===== config.mk =====
export PLATFORM = sky130hd
export DESIGN_NAME = half_duplex_link_controller_top
export DESIGN_NICKNAME = d
export VERILOG_FILES = /design/src/hw/rtl/hdx_pkg.sv /design/src/hw/rtl/half_duplex_link_controller_top.sv /design/src/hw/rtl/hdx_cfg_regs.sv /design/src/hw/rtl/hdx_link_fsm.sv
export VERILOG_INCLUDE_DIRS = /design/src /design/src/hw/rtl
export SDC_FILE = /design/constraint.sdc
export NUM_CORES = 1
export LEC_CHECK = 0
export ABC_AREA = 1
export CAP_MARGIN = 25
export CORE_MARGIN = 10
export CORE_UTILIZATION = 55
export CTS_CLUSTER_SIZE = 25
export DETAILED_ROUTE_END_ITERATION = 10
export DONT_BUFFER_PORTS = 1
export PLACE_DENSITY = 0.7
export SYNTH_ARGS = -nofsm -noshare
export SYNTH_HDL_FRONTEND = slang
export SYNTH_SLANG_ARGS = --single-unit
export TNS_END_PERCENT = 30

===== constraint.sdc =====
create_clock -name i_clk -period 5.6 [get_ports i_clk]
set_clock_uncertainty 0.05 [all_clocks]
set_input_delay 0.56 -clock i_clk [delete_from_list [all_inputs] [get_ports i_clk]]
set_output_delay 0.56 -clock i_clk [all_outputs]
set_load 0.005 [all_outputs]

===== src/hw/rtl/half_duplex_link_controller_top_macros.svh =====
// Assertion macros for the half-duplex link controller.
// Included by the RTL files that carry concurrent checks; no dependencies.
`ifndef HALF_DUPLEX_LINK_CONTROLLER_TOP_MACROS_SVH
`define HALF_DUPLEX_LINK_CONTROLLER_TOP_MACROS_SVH

// Same-cycle implication, checked outside reset
`define HDX_ASSERT_IMP(lbl, clk, rstn, ante, cons, msg) \
    lbl: assert property (@(posedge clk) disable iff (!rstn) (ante) |-> (cons)) \
        else $error(msg);

// Next-cycle implication, checked outside reset
`define HDX_ASSERT_NXT(lbl, clk, rstn, ante, cons, msg) \
    lbl: assert property (@(posedge clk) disable iff (!rstn) (ante) |=> (cons)) \
        else $error(msg);

`endif


===== src/hw/rtl/hdx_pkg.sv =====
// Shared types, codes and helper functions for the half-duplex link controller.
// No dependencies; imported by every RTL module of the block.
`timescale 1ns / 1ps

package hdx_pkg;

    localparam int unsigned TO_W   = 20;
    localparam int unsigned CNT_W  = 8;
    localparam int unsigned FAC_W  = 4;
    localparam int unsigned IDX_W  = 3;

    // Register reset values
    localparam logic [TO_W-1:0]  IDLE_TO_RST  = 20'd1000;
    localparam logic [TO_W-1:0]  BID_TO_RST   = 20'd500;
    localparam logic [TO_W-1:0]  SEND_TO_RST  = 20'd500;
    localparam logic [TO_W-1:0]  RECV_TO_RST  = 20'd500;
    localparam logic [FAC_W-1:0] SEND_BF_RST  = 4'd2;
    localparam logic [FAC_W-1:0] RECV_BF_RST  = 4'd2;
    localparam logic [CNT_W-1:0] MAX_TO_RST   = 8'd3;
    localparam logic [CNT_W-1:0] MAX_FB_RST   = 8'd3;

    // Configuration register indexes
    localparam logic [IDX_W-1:0] CFG_IDLE_TO = 3'd0;
    localparam logic [IDX_W-1:0] CFG_BID_TO  = 3'd1;
    localparam logic [IDX_W-1:0] CFG_SEND_TO = 3'd2;
    localparam logic [IDX_W-1:0] CFG_RECV_TO = 3'd3;
    localparam logic [IDX_W-1:0] CFG_SEND_BF = 3'd4;
    localparam logic [IDX_W-1:0] CFG_RECV_BF = 3'd5;
    localparam logic [IDX_W-1:0] CFG_MAX_TO  = 3'd6;
    localparam logic [IDX_W-1:0] CFG_MAX_FB  = 3'd7;

    // Operation codes
    localparam logic OP_FRAME   = 1'b0;
    localparam logic OP_TIMEOUT = 1'b1;

    // Control character classes
    localparam logic [2:0] K_ACK = 3'd1;
    localparam logic [2:0] K_ENQ = 3'd2;
    localparam logic [2:0] K_EOT = 3'd3;
    localparam logic [2:0] K_RVI = 3'd4;

    // Send codes
    localparam logic [2:0] SND_NONE = 3'd0;
    localparam logic [2:0] SND_ACK  = 3'd1;
    localparam logic [2:0] SND_ENQ  = 3'd2;
    localparam logic [2:0] SND_EOT  = 3'd3;
    localparam logic [2:0] SND_RVI  = 3'd4;
    localparam logic [2:0] SND_DATA = 3'd5;

    // Read classifications
    localparam logic [2:0] RR_TIMEOUT  = 3'd0;
    localparam logic [2:0] RR_CTRL     = 3'd1;
    localparam logic [2:0] RR_DATA     = 3'd2;
    localparam logic [2:0] RR_UNFINISH = 3'd3;
    localparam logic [2:0] RR_INVALID  = 3'd4;

    // External state codes
    localparam logic [1:0] CODE_SEND = 2'd0;
    localparam logic [1:0] CODE_BID  = 2'd1;
    localparam logic [1:0] CODE_IDLE = 2'd2;
    localparam logic [1:0] CODE_RECV = 2'd3;

    localparam logic [TO_W-1:0]  TO_MAX  = '1;
    localparam logic [CNT_W-1:0] CNT_MAX = '1;

    typedef enum logic [3:0] {
        ST_IDLE = 4'b0001,
        ST_BID  = 4'b0010,
        ST_SEND = 4'b0100,
        ST_RECV = 4'b1000
    } t_link_state;

    typedef struct packed {
        logic [TO_W-1:0]  idle_to;
        logic [TO_W-1:0]  bid_to;
        logic [TO_W-1:0]  send_to;
        logic [TO_W-1:0]  recv_to;
        logic [FAC_W-1:0] send_bf;
        logic [FAC_W-1:0] recv_bf;
        logic [CNT_W-1:0] max_to;
        logic [CNT_W-1:0] max_fb;
    } t_cfg;

    typedef struct packed {
        logic       operation;
        logic [2:0] ctrl_kind;
        logic       lead_is_soh;
        logic       frame_complete;
        logic       crc_ok;
        logic [7:0] seq_byte;
        logic [7:0] tx_count;
    } t_item;

    typedef struct packed {
        logic [2:0]      send_code;
        logic            pop_tx;
        logic            deliver_rx;
        logic [2:0]      read_result;
        logic [1:0]      next_state;
        logic [TO_W-1:0] timeout_value;
        logic            disconnect;
    } t_result;

    typedef struct packed {
        t_link_state      st;
        logic [TO_W-1:0]  tmo;
        logic [CNT_W-1:0] tcnt;
        logic [CNT_W-1:0] fbcnt;
        logic             seq;
    } t_link;

    // Timeout times backoff factor, saturating at the top of the range
    function automatic logic [TO_W-1:0] sat_mul(logic [TO_W-1:0] t, logic [FAC_W-1:0] f);
        logic [TO_W+FAC_W-1:0] p;
        p = {{FAC_W{1'b0}}, t} * {{TO_W{1'b0}}, f};
        return (p[TO_W+FAC_W-1:TO_W] != '0) ? TO_MAX : p[TO_W-1:0];
    endfunction

    // Saturating counter step
    function automatic logic [CNT_W-1:0] inc_sat(logic [CNT_W-1:0] v);
        return (v == CNT_MAX) ? CNT_MAX : v + CNT_W'(1);
    endfunction

    // Map the one-hot state to its external code
    function automatic logic [1:0] enc_state(t_link_state s);
        logic [1:0] c;
        unique case (s)
            ST_SEND: c = CODE_SEND;
            ST_BID:  c = CODE_BID;
            ST_IDLE: c = CODE_IDLE;
            ST_RECV: c = CODE_RECV;
            default: c = CODE_IDLE;
        endcase
        return c;
    endfunction

endpackage


===== src/hw/rtl/half_duplex_link_controller_top.sv =====
// A request accepted into the input register moves on, with its decision, into the result
// register when that register is empty or being emptied. Throughput: one request per cycle
// while the output is not stalled; the combinational decision over the registered link state
// sets the rate. While a result is stalled, one more request waits in the input register.
// Reset: synchronous, active low; link goes idle with the idle timeout, counters and the
// sequence bit clear, configuration registers take their defaults, both stages empty.
`timescale 1ns / 1ps
`include "half_duplex_link_controller_top_macros.svh"

module half_duplex_link_controller_top (
    input  logic                           i_clk,
    input  logic                           i_rst_n,
    input  logic                           i_cfg_we,
    input  logic [hdx_pkg::IDX_W-1:0]      i_cfg_idx,
    input  logic [hdx_pkg::TO_W-1:0]       i_cfg_data,
    input  logic                           i_in_valid,
    output logic                           o_in_stall,
    input  logic                           i_operation,
    input  logic [2:0]                     i_ctrl_kind,
    input  logic                           i_lead_is_soh,
    input  logic                           i_frame_complete,
    input  logic                           i_crc_ok,
    input  logic [7:0]                     i_seq_byte,
    input  logic [7:0]                     i_tx_count,
    output logic                           o_out_valid,
    input  logic                           i_out_stall,
    output logic [2:0]                     o_send_code,
    output logic                           o_pop_tx,
    output logic                           o_deliver_rx,
    output logic [2:0]                     o_read_result,
    output logic [1:0]                     o_next_state,
    output logic [hdx_pkg::TO_W-1:0]       o_timeout_value,
    output logic                           o_disconnect
);
    import hdx_pkg::*;

    t_cfg    w_cfg;
    t_item   r_item;
    t_result w_res;
    t_result r_res;
    logic    r_in_valid;
    logic    r_out_valid;
    logic    w_adv;
    logic    w_accept;

    hdx_cfg_regs u_cfg (
        .i_clk      (i_clk),
        .i_rst_n    (i_rst_n),
        .i_cfg_we   (i_cfg_we),
        .i_cfg_idx  (i_cfg_idx),
        .i_cfg_data (i_cfg_data),
        .o_cfg      (w_cfg)
    );

    // Move a request on when the result register is empty or being emptied
    assign w_adv      = r_in_valid && (!r_out_valid || !i_out_stall);
    assign o_in_stall = r_in_valid && !w_adv;
    assign w_accept   = i_in_valid && !o_in_stall;

    // Input register: valid flag
    always_ff @(posedge i_clk) begin
        if (!i_rst_n) begin
            r_in_valid <= 1'b0;
        end else begin
            r_in_valid <= w_accept || (r_in_valid && !w_adv);
        end
    end

    // Input register: payload
    always_ff @(posedge i_clk) begin
        if (w_accept) begin
            r_item.operation      <= i_operation;
            r_item.ctrl_kind      <= i_ctrl_kind;
            r_item.lead_is_soh    <= i_lead_is_soh;
            r_item.frame_complete <= i_frame_complete;
            r_item.crc_ok         <= i_crc_ok;
            r_item.seq_byte       <= i_seq_byte;
            r_item.tx_count       <= i_tx_count;
        end
    end

    hdx_link_fsm u_fsm (
        .i_clk   (i_clk),
        .i_rst_n (i_rst_n),
        .i_adv   (w_adv),
        .i_cfg   (w_cfg),
        .i_item  (r_item),
        .o_res   (w_res)
    );

    // Result register: valid flag
    always_ff @(posedge i_clk) begin
        if (!i_rst_n) begin
            r_out_valid <= 1'b0;
        end else begin
            r_out_valid <= w_adv || (r_out_valid && i_out_stall);
        end
    end

    // Result register: payload
    always_ff @(posedge i_clk) begin
        if (w_adv) begin
            r_res <= w_res;
        end
    end

    assign o_out_valid     = r_out_valid;
    assign o_send_code     = r_res.send_code;
    assign o_pop_tx        = r_res.pop_tx;
    assign o_deliver_rx    = r_res.deliver_rx;
    assign o_read_result   = r_res.read_result;
    assign o_next_state    = r_res.next_state;
    assign o_timeout_value = r_res.timeout_value;
    assign o_disconnect    = r_res.disconnect;

    // Checks on the pipeline and on result consistency
    `HDX_ASSERT_NXT(a_adv_fills_out, i_clk, i_rst_n, w_adv, r_out_valid,
        "advanced request lost")
    `HDX_ASSERT_IMP(a_full_stall_back, i_clk, i_rst_n,
        r_in_valid && r_out_valid && i_out_stall, o_in_stall,
        "input taken while both stages blocked")
    `HDX_ASSERT_IMP(a_disc_to_idle, i_clk, i_rst_n, r_out_valid && r_res.disconnect,
        r_res.next_state == CODE_IDLE, "disconnect without return to idle")
    `HDX_ASSERT_IMP(a_pop_on_ctrl, i_clk, i_rst_n, r_out_valid && r_res.pop_tx,
        r_res.read_result == RR_CTRL, "pop without a consumed control frame")
    `HDX_ASSERT_IMP(a_deliver_on_data, i_clk, i_rst_n, r_out_valid && r_res.deliver_rx,
        r_res.read_result == RR_DATA, "delivery without a consumed data frame")

endmodule


===== src/hw/rtl/hdx_cfg_regs.sv =====
// Configuration register file of the half-duplex link controller.
// Depends on hdx_pkg for the register indexes, reset values and t_cfg.
`timescale 1ns / 1ps

module hdx_cfg_regs (
    input  logic                           i_clk,
    input  logic                           i_rst_n,
    input  logic                           i_cfg_we,
    input  logic [hdx_pkg::IDX_W-1:0]      i_cfg_idx,
    input  logic [hdx_pkg::TO_W-1:0]       i_cfg_data,
    output hdx_pkg::t_cfg                  o_cfg
);
    import hdx_pkg::*;

    t_cfg r_cfg;

    // Load defaults on reset, then write the addressed register
    always_ff @(posedge i_clk) begin
        if (!i_rst_n) begin
            r_cfg.idle_to <= IDLE_TO_RST;
            r_cfg.bid_to  <= BID_TO_RST;
            r_cfg.send_to <= SEND_TO_RST;
            r_cfg.recv_to <= RECV_TO_RST;
            r_cfg.send_bf <= SEND_BF_RST;
            r_cfg.recv_bf <= RECV_BF_RST;
            r_cfg.max_to  <= MAX_TO_RST;
            r_cfg.max_fb  <= MAX_FB_RST;
        end else if (i_cfg_we) begin
            unique case (i_cfg_idx)
                CFG_IDLE_TO: r_cfg.idle_to <= i_cfg_data;
                CFG_BID_TO:  r_cfg.bid_to  <= i_cfg_data;
                CFG_SEND_TO: r_cfg.send_to <= i_cfg_data;
                CFG_RECV_TO: r_cfg.recv_to <= i_cfg_data;
                CFG_SEND_BF: r_cfg.send_bf <= i_cfg_data[FAC_W-1:0];
                CFG_RECV_BF: r_cfg.recv_bf <= i_cfg_data[FAC_W-1:0];
                CFG_MAX_TO:  r_cfg.max_to  <= i_cfg_data[CNT_W-1:0];
                CFG_MAX_FB:  r_cfg.max_fb  <= i_cfg_data[CNT_W-1:0];
                default:     r_cfg.idle_to <= r_cfg.idle_to;
            endcase
        end
    end

    assign o_cfg = r_cfg;

endmodule


===== src/hw/rtl/hdx_link_fsm.sv =====
// Link state machine: holds state, timeout and counters, decides each request.
// Depends on hdx_pkg for types, codes, sat_mul, inc_sat and enc_state.
`timescale 1ns / 1ps

module hdx_link_fsm (
    input  logic             i_clk,
    input  logic             i_rst_n,
    input  logic             i_adv,
    input  hdx_pkg::t_cfg    i_cfg,
    input  hdx_pkg::t_item   i_item,
    output hdx_pkg::t_result o_res
);
    import hdx_pkg::*;

    t_link            r_link;
    t_link            n_link;
    t_result          w_res;
    logic [TO_W-1:0]  w_tmo_send_bo;
    logic [TO_W-1:0]  w_tmo_recv_bo;
    logic [CNT_W-1:0] w_tcnt_inc;
    logic [CNT_W-1:0] w_fb_inc;
    logic [7:0]       w_left;
    logic             w_have_tx;

    // Backoff products and counter steps
    assign w_tmo_send_bo = sat_mul(r_link.tmo, i_cfg.send_bf);
    assign w_tmo_recv_bo = sat_mul(r_link.tmo, i_cfg.recv_bf);
    assign w_tcnt_inc    = inc_sat(r_link.tcnt);
    assign w_fb_inc      = inc_sat(r_link.fbcnt);
    assign w_have_tx     = (i_item.tx_count != 8'd0);
    assign w_left        = w_have_tx ? (i_item.tx_count - 8'd1) : 8'd0;

    // Decide next state and result for the request in the input register
    always_comb begin
        n_link            = r_link;
        w_res.send_code   = SND_NONE;
        w_res.pop_tx      = 1'b0;
        w_res.deliver_rx  = 1'b0;
        w_res.read_result = RR_TIMEOUT;
        w_res.disconnect  = 1'b0;

        if (i_item.operation == OP_TIMEOUT) begin
            unique case (r_link.st)
                ST_IDLE: begin
                    w_res.send_code = SND_ENQ;
                    n_link.tmo      = i_cfg.bid_to;
                    n_link.st       = ST_BID;
                end
                ST_BID: begin
                    n_link.fbcnt     = w_fb_inc;
                    w_res.disconnect = (w_fb_inc >= i_cfg.max_fb);
                    n_link.tmo       = i_cfg.idle_to;
                    n_link.st        = ST_IDLE;
                end
                ST_SEND: begin
                    n_link.tmo  = w_tmo_send_bo;
                    n_link.tcnt = w_tcnt_inc;
                    if (w_tcnt_inc >= i_cfg.max_to) begin
                        n_link.tmo = i_cfg.idle_to;
                        n_link.st  = ST_IDLE;
                    end else if (!w_have_tx) begin
                        w_res.send_code = SND_EOT;
                        n_link.tmo      = i_cfg.idle_to;
                        n_link.st       = ST_IDLE;
                    end else begin
                        w_res.send_code = SND_DATA;
                    end
                end
                ST_RECV: begin
                    n_link.tmo  = w_tmo_recv_bo;
                    n_link.tcnt = w_tcnt_inc;
                    if (w_tcnt_inc >= i_cfg.max_to) begin
                        n_link.tmo = i_cfg.idle_to;
                        n_link.st  = ST_IDLE;
                    end
                end
                default: n_link.st = ST_IDLE;
            endcase
        end else begin
            unique case (r_link.st)
                ST_BID: begin
                    w_res.read_result = RR_CTRL;
                    if (i_item.ctrl_kind == K_ACK) begin
                        n_link.tcnt  = '0;
                        n_link.fbcnt = '0;
                        if (!w_have_tx) begin
                            w_res.send_code = SND_EOT;
                            n_link.tmo      = i_cfg.idle_to;
                            n_link.st       = ST_IDLE;
                        end else begin
                            w_res.send_code = SND_DATA;
                            n_link.tmo      = i_cfg.send_to;
                            n_link.st       = ST_SEND;
                        end
                    end else begin
                        n_link.tmo = i_cfg.idle_to;
                        n_link.st  = ST_IDLE;
                    end
                end
                ST_SEND: begin
                    w_res.read_result = RR_CTRL;
                    if (i_item.ctrl_kind == K_ACK) begin
                        w_res.pop_tx = w_have_tx;
                        if (w_left == 8'd0) begin
                            w_res.send_code = SND_EOT;
                            n_link.tmo      = i_cfg.idle_to;
                            n_link.st       = ST_IDLE;
                        end else begin
                            w_res.send_code = SND_DATA;
                        end
                    end else if (i_item.ctrl_kind == K_RVI) begin
                        // Peer wants the line: hand it over
                        w_res.pop_tx    = w_have_tx;
                        w_res.send_code = SND_ACK;
                        n_link.st       = ST_RECV;
                        n_link.tmo      = i_cfg.recv_to;
                        n_link.tcnt     = '0;
                    end else begin
                        // Unexpected frame: drop to idle, timeout kept
                        n_link.st = ST_IDLE;
                    end
                end
                ST_IDLE: begin
                    w_res.read_result = RR_CTRL;
                    if (i_item.ctrl_kind == K_ENQ) begin
                        w_res.send_code = SND_ACK;
                        n_link.st       = ST_RECV;
                        n_link.tmo      = i_cfg.recv_to;
                    end
                end
                ST_RECV: begin
                    if (i_item.ctrl_kind == K_EOT) begin
                        w_res.read_result = RR_CTRL;
                        n_link.st         = ST_IDLE;
                        n_link.tmo        = i_cfg.idle_to;
                    end else if (!i_item.lead_is_soh) begin
                        w_res.read_result = RR_INVALID;
                        n_link.st         = ST_IDLE;
                    end else if (!i_item.frame_complete) begin
                        w_res.read_result = RR_UNFINISH;
                    end else begin
                        w_res.read_result = RR_DATA;
                        if (i_item.crc_ok && (i_item.seq_byte == {7'd0, r_link.seq})) begin
                            w_res.deliver_rx = 1'b1;
                            n_link.seq       = ~r_link.seq;
                            if (w_have_tx) begin
                                w_res.send_code = SND_RVI;
                                n_link.st       = ST_BID;
                            end else begin
                                w_res.send_code = SND_ACK;
                            end
                        end
                    end
                end
                default: n_link.st = ST_IDLE;
            endcase
        end

        w_res.next_state    = enc_state(n_link.st);
        w_res.timeout_value = n_link.tmo;
    end

    // Advance the link state as each request leaves the input register
    always_ff @(posedge i_clk) begin
        if (!i_rst_n) begin
            r_link.st    <= ST_IDLE;
            r_link.tmo   <= IDLE_TO_RST;
            r_link.tcnt  <= '0;
            r_link.fbcnt <= '0;
            r_link.seq   <= 1'b0;
        end else if (i_adv) begin
            r_link <= n_link;
        end
    end

    assign o_res = w_res;

endmodule

==> impl_metrics.tcl <==
set metrics [dict create \
    critPathKind "register to register" \
    cp_num_buf_inv 3 \
    ir_worst_vdd_v 0.000287 \
    hpwl_um 39300 \
    syn_avg_cell_area_um2 6.36 \
    wirelength_um 51700 \
    ys_seq_area_frac 0.268 \
    io_buffers 0 \
    end_kind "register" \
    core_mm2 0.0305 \
    cap_viol_max_count 0 \
    root_buffer "clkbuf_16" \
    max_slew_margin 0.367 \
    path_clk_slew_ps 70 \
    cts.sinks 201 \
    diodes 0 \
    crit_required_ps 5800 \
    grt_start_max_net_pins 108 \
    via_per_inst 5.53 \
    yosys_warnings 0 \
    cp.arrival_ps 4870 \
    hold_class "primary input to register" \
    layout-drive-gt1-share 0.0304 \
    syn2layout_area_growth_pct 4.84 \
    power_mw 3.90 \
    crit_fanout 21 \
    p_int_mw 2.62 \
    finalNetCount 2784 \
    rows 64 \
    crit_family "simple AND/OR/NAND/NOR gates" \
    power_frac_seq 0.427 \
    ctsResizeCount 0 \
    syn_nets 2869 \
    cts_tree "built" \
    fmax_ghz 0.214 \
    outcome "finished clean" \
    yosys_register_bits 201 \
    fin_crit_ps 4670 \
    synth_area_mm2 0.0170 \
    critPathMostFrequentCell "nand2_1" \
    h-tree-depth 1 \
    worstReg2RegStart "u_cfg.o_cfg[17]" \
    fin_crit_sh 0.834 \
    worst_pin_slew_ps 946 \
    min_to "u_cfg.o_cfg[0]" \
    hold_viol 0 \
    rsz0062_at_grt "false" \
    antenna_found_initial 0 \
    cp-start-kind "register" \
    holdPathStages 1 \
    rr_worst_depth 20 \
    p_sw_frac 0.329 \
    reg2reg_slack_ps 930 \
    vias 16574 \
    overflow 0 \
    dpl-instance-area_mm2 0.0172 \
    dieArea_mm2 0.0383 \
    start_util 0.557 \
    pin_count 84 \
    grt_pass1_wl_um 84200 \
    insertion_delay_ps 500 \
    drt-initial-drc-count 1849 \
    timing.final.ws_setup_ps 930 \
    post_cts_buffers 0 \
    critPathMaxStageDelay_ps 800 \
    timing.hold.ws_ps 98.0 \
    drt_first_pass_iters 6 \
    combPwrFrac 0.229 \
    crit_chain "nand2_1 > fa_1 > inv_1 > fa_1 > ha_1 > nand2_1 > inv_1 > nand2_1 > nor2_1 > nand4_1 > nand3_1 > nand2_1 > nand2_1 > nand2_1 > inv_1 > nand3_1 > nand2_1 > nand3_1 > nand2_1 > nand2_1" \
    design_area_mm2 0.0178 \
    switchingPower_mw 1.28 \
    p_per_area_mw_per_mm2 219 \
    place_ws_ps 1020 \
    routedWlPerCell_um 17.3 \
    holdCritStartpoint "i_rst_n" \
    finalSetupViolations 0 \
    tns_ps 0 \
    place.gp.congestion 0.931 \
    pwr-share-clk 0.344 \
    grt_pass1_vias 15645 \
    antenna_left 0 \
    track_usage 0.263 \
    cpMaxStageDelayCell "dfxtp_1" \
    r2r_end "o_timeout_value[11]" \
    power_leakage_nw 9.46 \
    fillers 2987 \
    synth_cell_type_count 44 \
    clockBufferDepth 3 \
    postCtsHoldBufs 0 \
    die_x_um 196 \
    numCtsBuffers 21 \
    drc 0 \
    die_y_um 196 \
    maxSlewViolCount 0 \
    syn_inst 2671 \
]
per-layer routing:
layer  vias up  GRT usage  share of wire
met2       673      0.440           0.47
met3        81     0.0319          0.080
met4         0     0.0806          0.028
met1      7648      0.346           0.42
li1       8172          -              -
met5         -          0              0
metrics by stage:
| step | instances | utilization |
|---|---|---|
| after floorplan | 2671 | - |
| after global placement | 2958 | 0.562 |
| after detailed placement | 2959 | 0.563 |
| after CTS | 2995 | 0.584 |
| after global routing | 2995 | 0.584 |
| final | 2995 | 0.584 |
flip-flops by register name, indices dropped and copies added (netlist names):
signal           cells
o_out_valid          1
o_pop_tx             1
u_cfg.o_cfg        104
o_timeout_value     20
o_disconnect         1
u_fsm.r_link        41
o_send_code          3
r_in_valid           1
o_read_result        3
r_item              23
o_next_state         2
o_deliver_rx         1
area by class of cell:
class	instances	area, um^2	share of cell area
clock buffers	28	572	0.0321
clock inverters	8	75.1	0.00421
flip-flops and latches	201	4560	0.256
multi-input cells	1809	9950	0.558
repair buffers	20	170	0.00955
well taps	396	495	0.0278
inverters	533	2000	0.112
worst reg2reg max path, delay by kind of cell, from the launching register on:
kind                       cells  cell delay [ps]
buffers and inverters          3              670
adders and majority gates      3             1380
and+or+nand+nor               14             1520
DFF                            1              800
placed cells by master, fill, tap and decap left out, types with 3 or more instances in the layout:
cell,count
inv_2,15
o21a_1,4
nand2_1,673
o21ai_1,11
o211ai_1,26
o221ai_1,7
nor3_2,3
o31ai_1,32
xnor2_1,6
a22oi_1,6
nand4_1,13
inv_1,514
nand3_1,174
o2111ai_1,7
clkbuf_16,21
clkinv_4,3
buf_4,19
dfxtp_1,147
nand3b_1,13
xor2_1,11
or2_2,6
fa_1,72
ha_1,75
clkbuf_1,5
clkinv_1,5
a21oi_1,198
o21ai_0,147
clkinv_2,3
o22ai_1,6
nor2_1,282
a31oi_1,3
and2_1,3
nor3_1,13
edfxtp_1,54
o21bai_1,4
synth_stat cells (all sizes together):
cell	number	area share
or2	8	0.0029
ha	75	0.055
inv	528	0.12
a22oi	6	0.0026
a21oi	198	0.058
o21a	4	0.0018
dfxtp	147	0.17
and2	3	0.0011
a2111oi	1	0.00052
o21ai	158	0.047
nor2	282	0.062
o221ai	7	0.0036
nand4	13	0.0048
mux2i	1	0.00059
o2111ai	7	0.0036
nand3	175	0.052
a31oi	3	0.0011
clkinv	5	0.0011
a21boi	1	0.00044
nor3	18	0.0071
fa	72	0.085
buf	17	0.0046
nand3b	13	0.0057
nor4	2	0.00074
o22ai	6	0.0022
nand2	674	0.15
o211ai	26	0.011
o21bai	4	0.0018
o311ai	1	0.00052
o31ai	32	0.014
xnor2	6	0.0031
xor2	11	0.0057
clkbuf	111	0.025
a32oi	1	0.00052
edfxtp	54	0.095
a211oi	1	0.00074
cells by family after synthesis:
logic type | count (synthesis) | synth area share
fa+ha+maj | 147 | 0.140
compound gates | 456 | 0.150
buf+inv | 661 | 0.147
flops | 201 | 0.268
simple gates | 1188 | 0.285
mux | 1 | 0.000589
xor+xnor | 17 | 0.00876
power by group through the flow:
stage                     Clock [mW]  Sequential, mW  Combinational [mW]
after floorplan                    0            1.62               0.686
after global placement             0            1.69               0.867
after detailed placement           0            1.70               0.881
after CTS                       1.36            1.66               0.887
after global routing            1.41            1.67                1.01
final                           1.34            1.67               0.894
worst max-delay path by stage:
stage	cells past startpoint	to	startpoint	slack, ps
2_1_floorplan	22	u_fsm.r_link[36]	u_cfg.o_cfg[21]	2020
3_3_place_gp	19	o_timeout_value[7]	u_cfg.o_cfg[21]	1050
3_5_place_dp	19	o_timeout_value[7]	u_cfg.o_cfg[21]	1020
4_1_cts	19	o_timeout_value[7]	u_cfg.o_cfg[21]	1010
5_1_grt	20	o_timeout_value[8]	u_cfg.o_cfg[22]	580
6_report	20	o_timeout_value[11]	u_cfg.o_cfg[17]	930
Power figures use the tool's default switching activity.
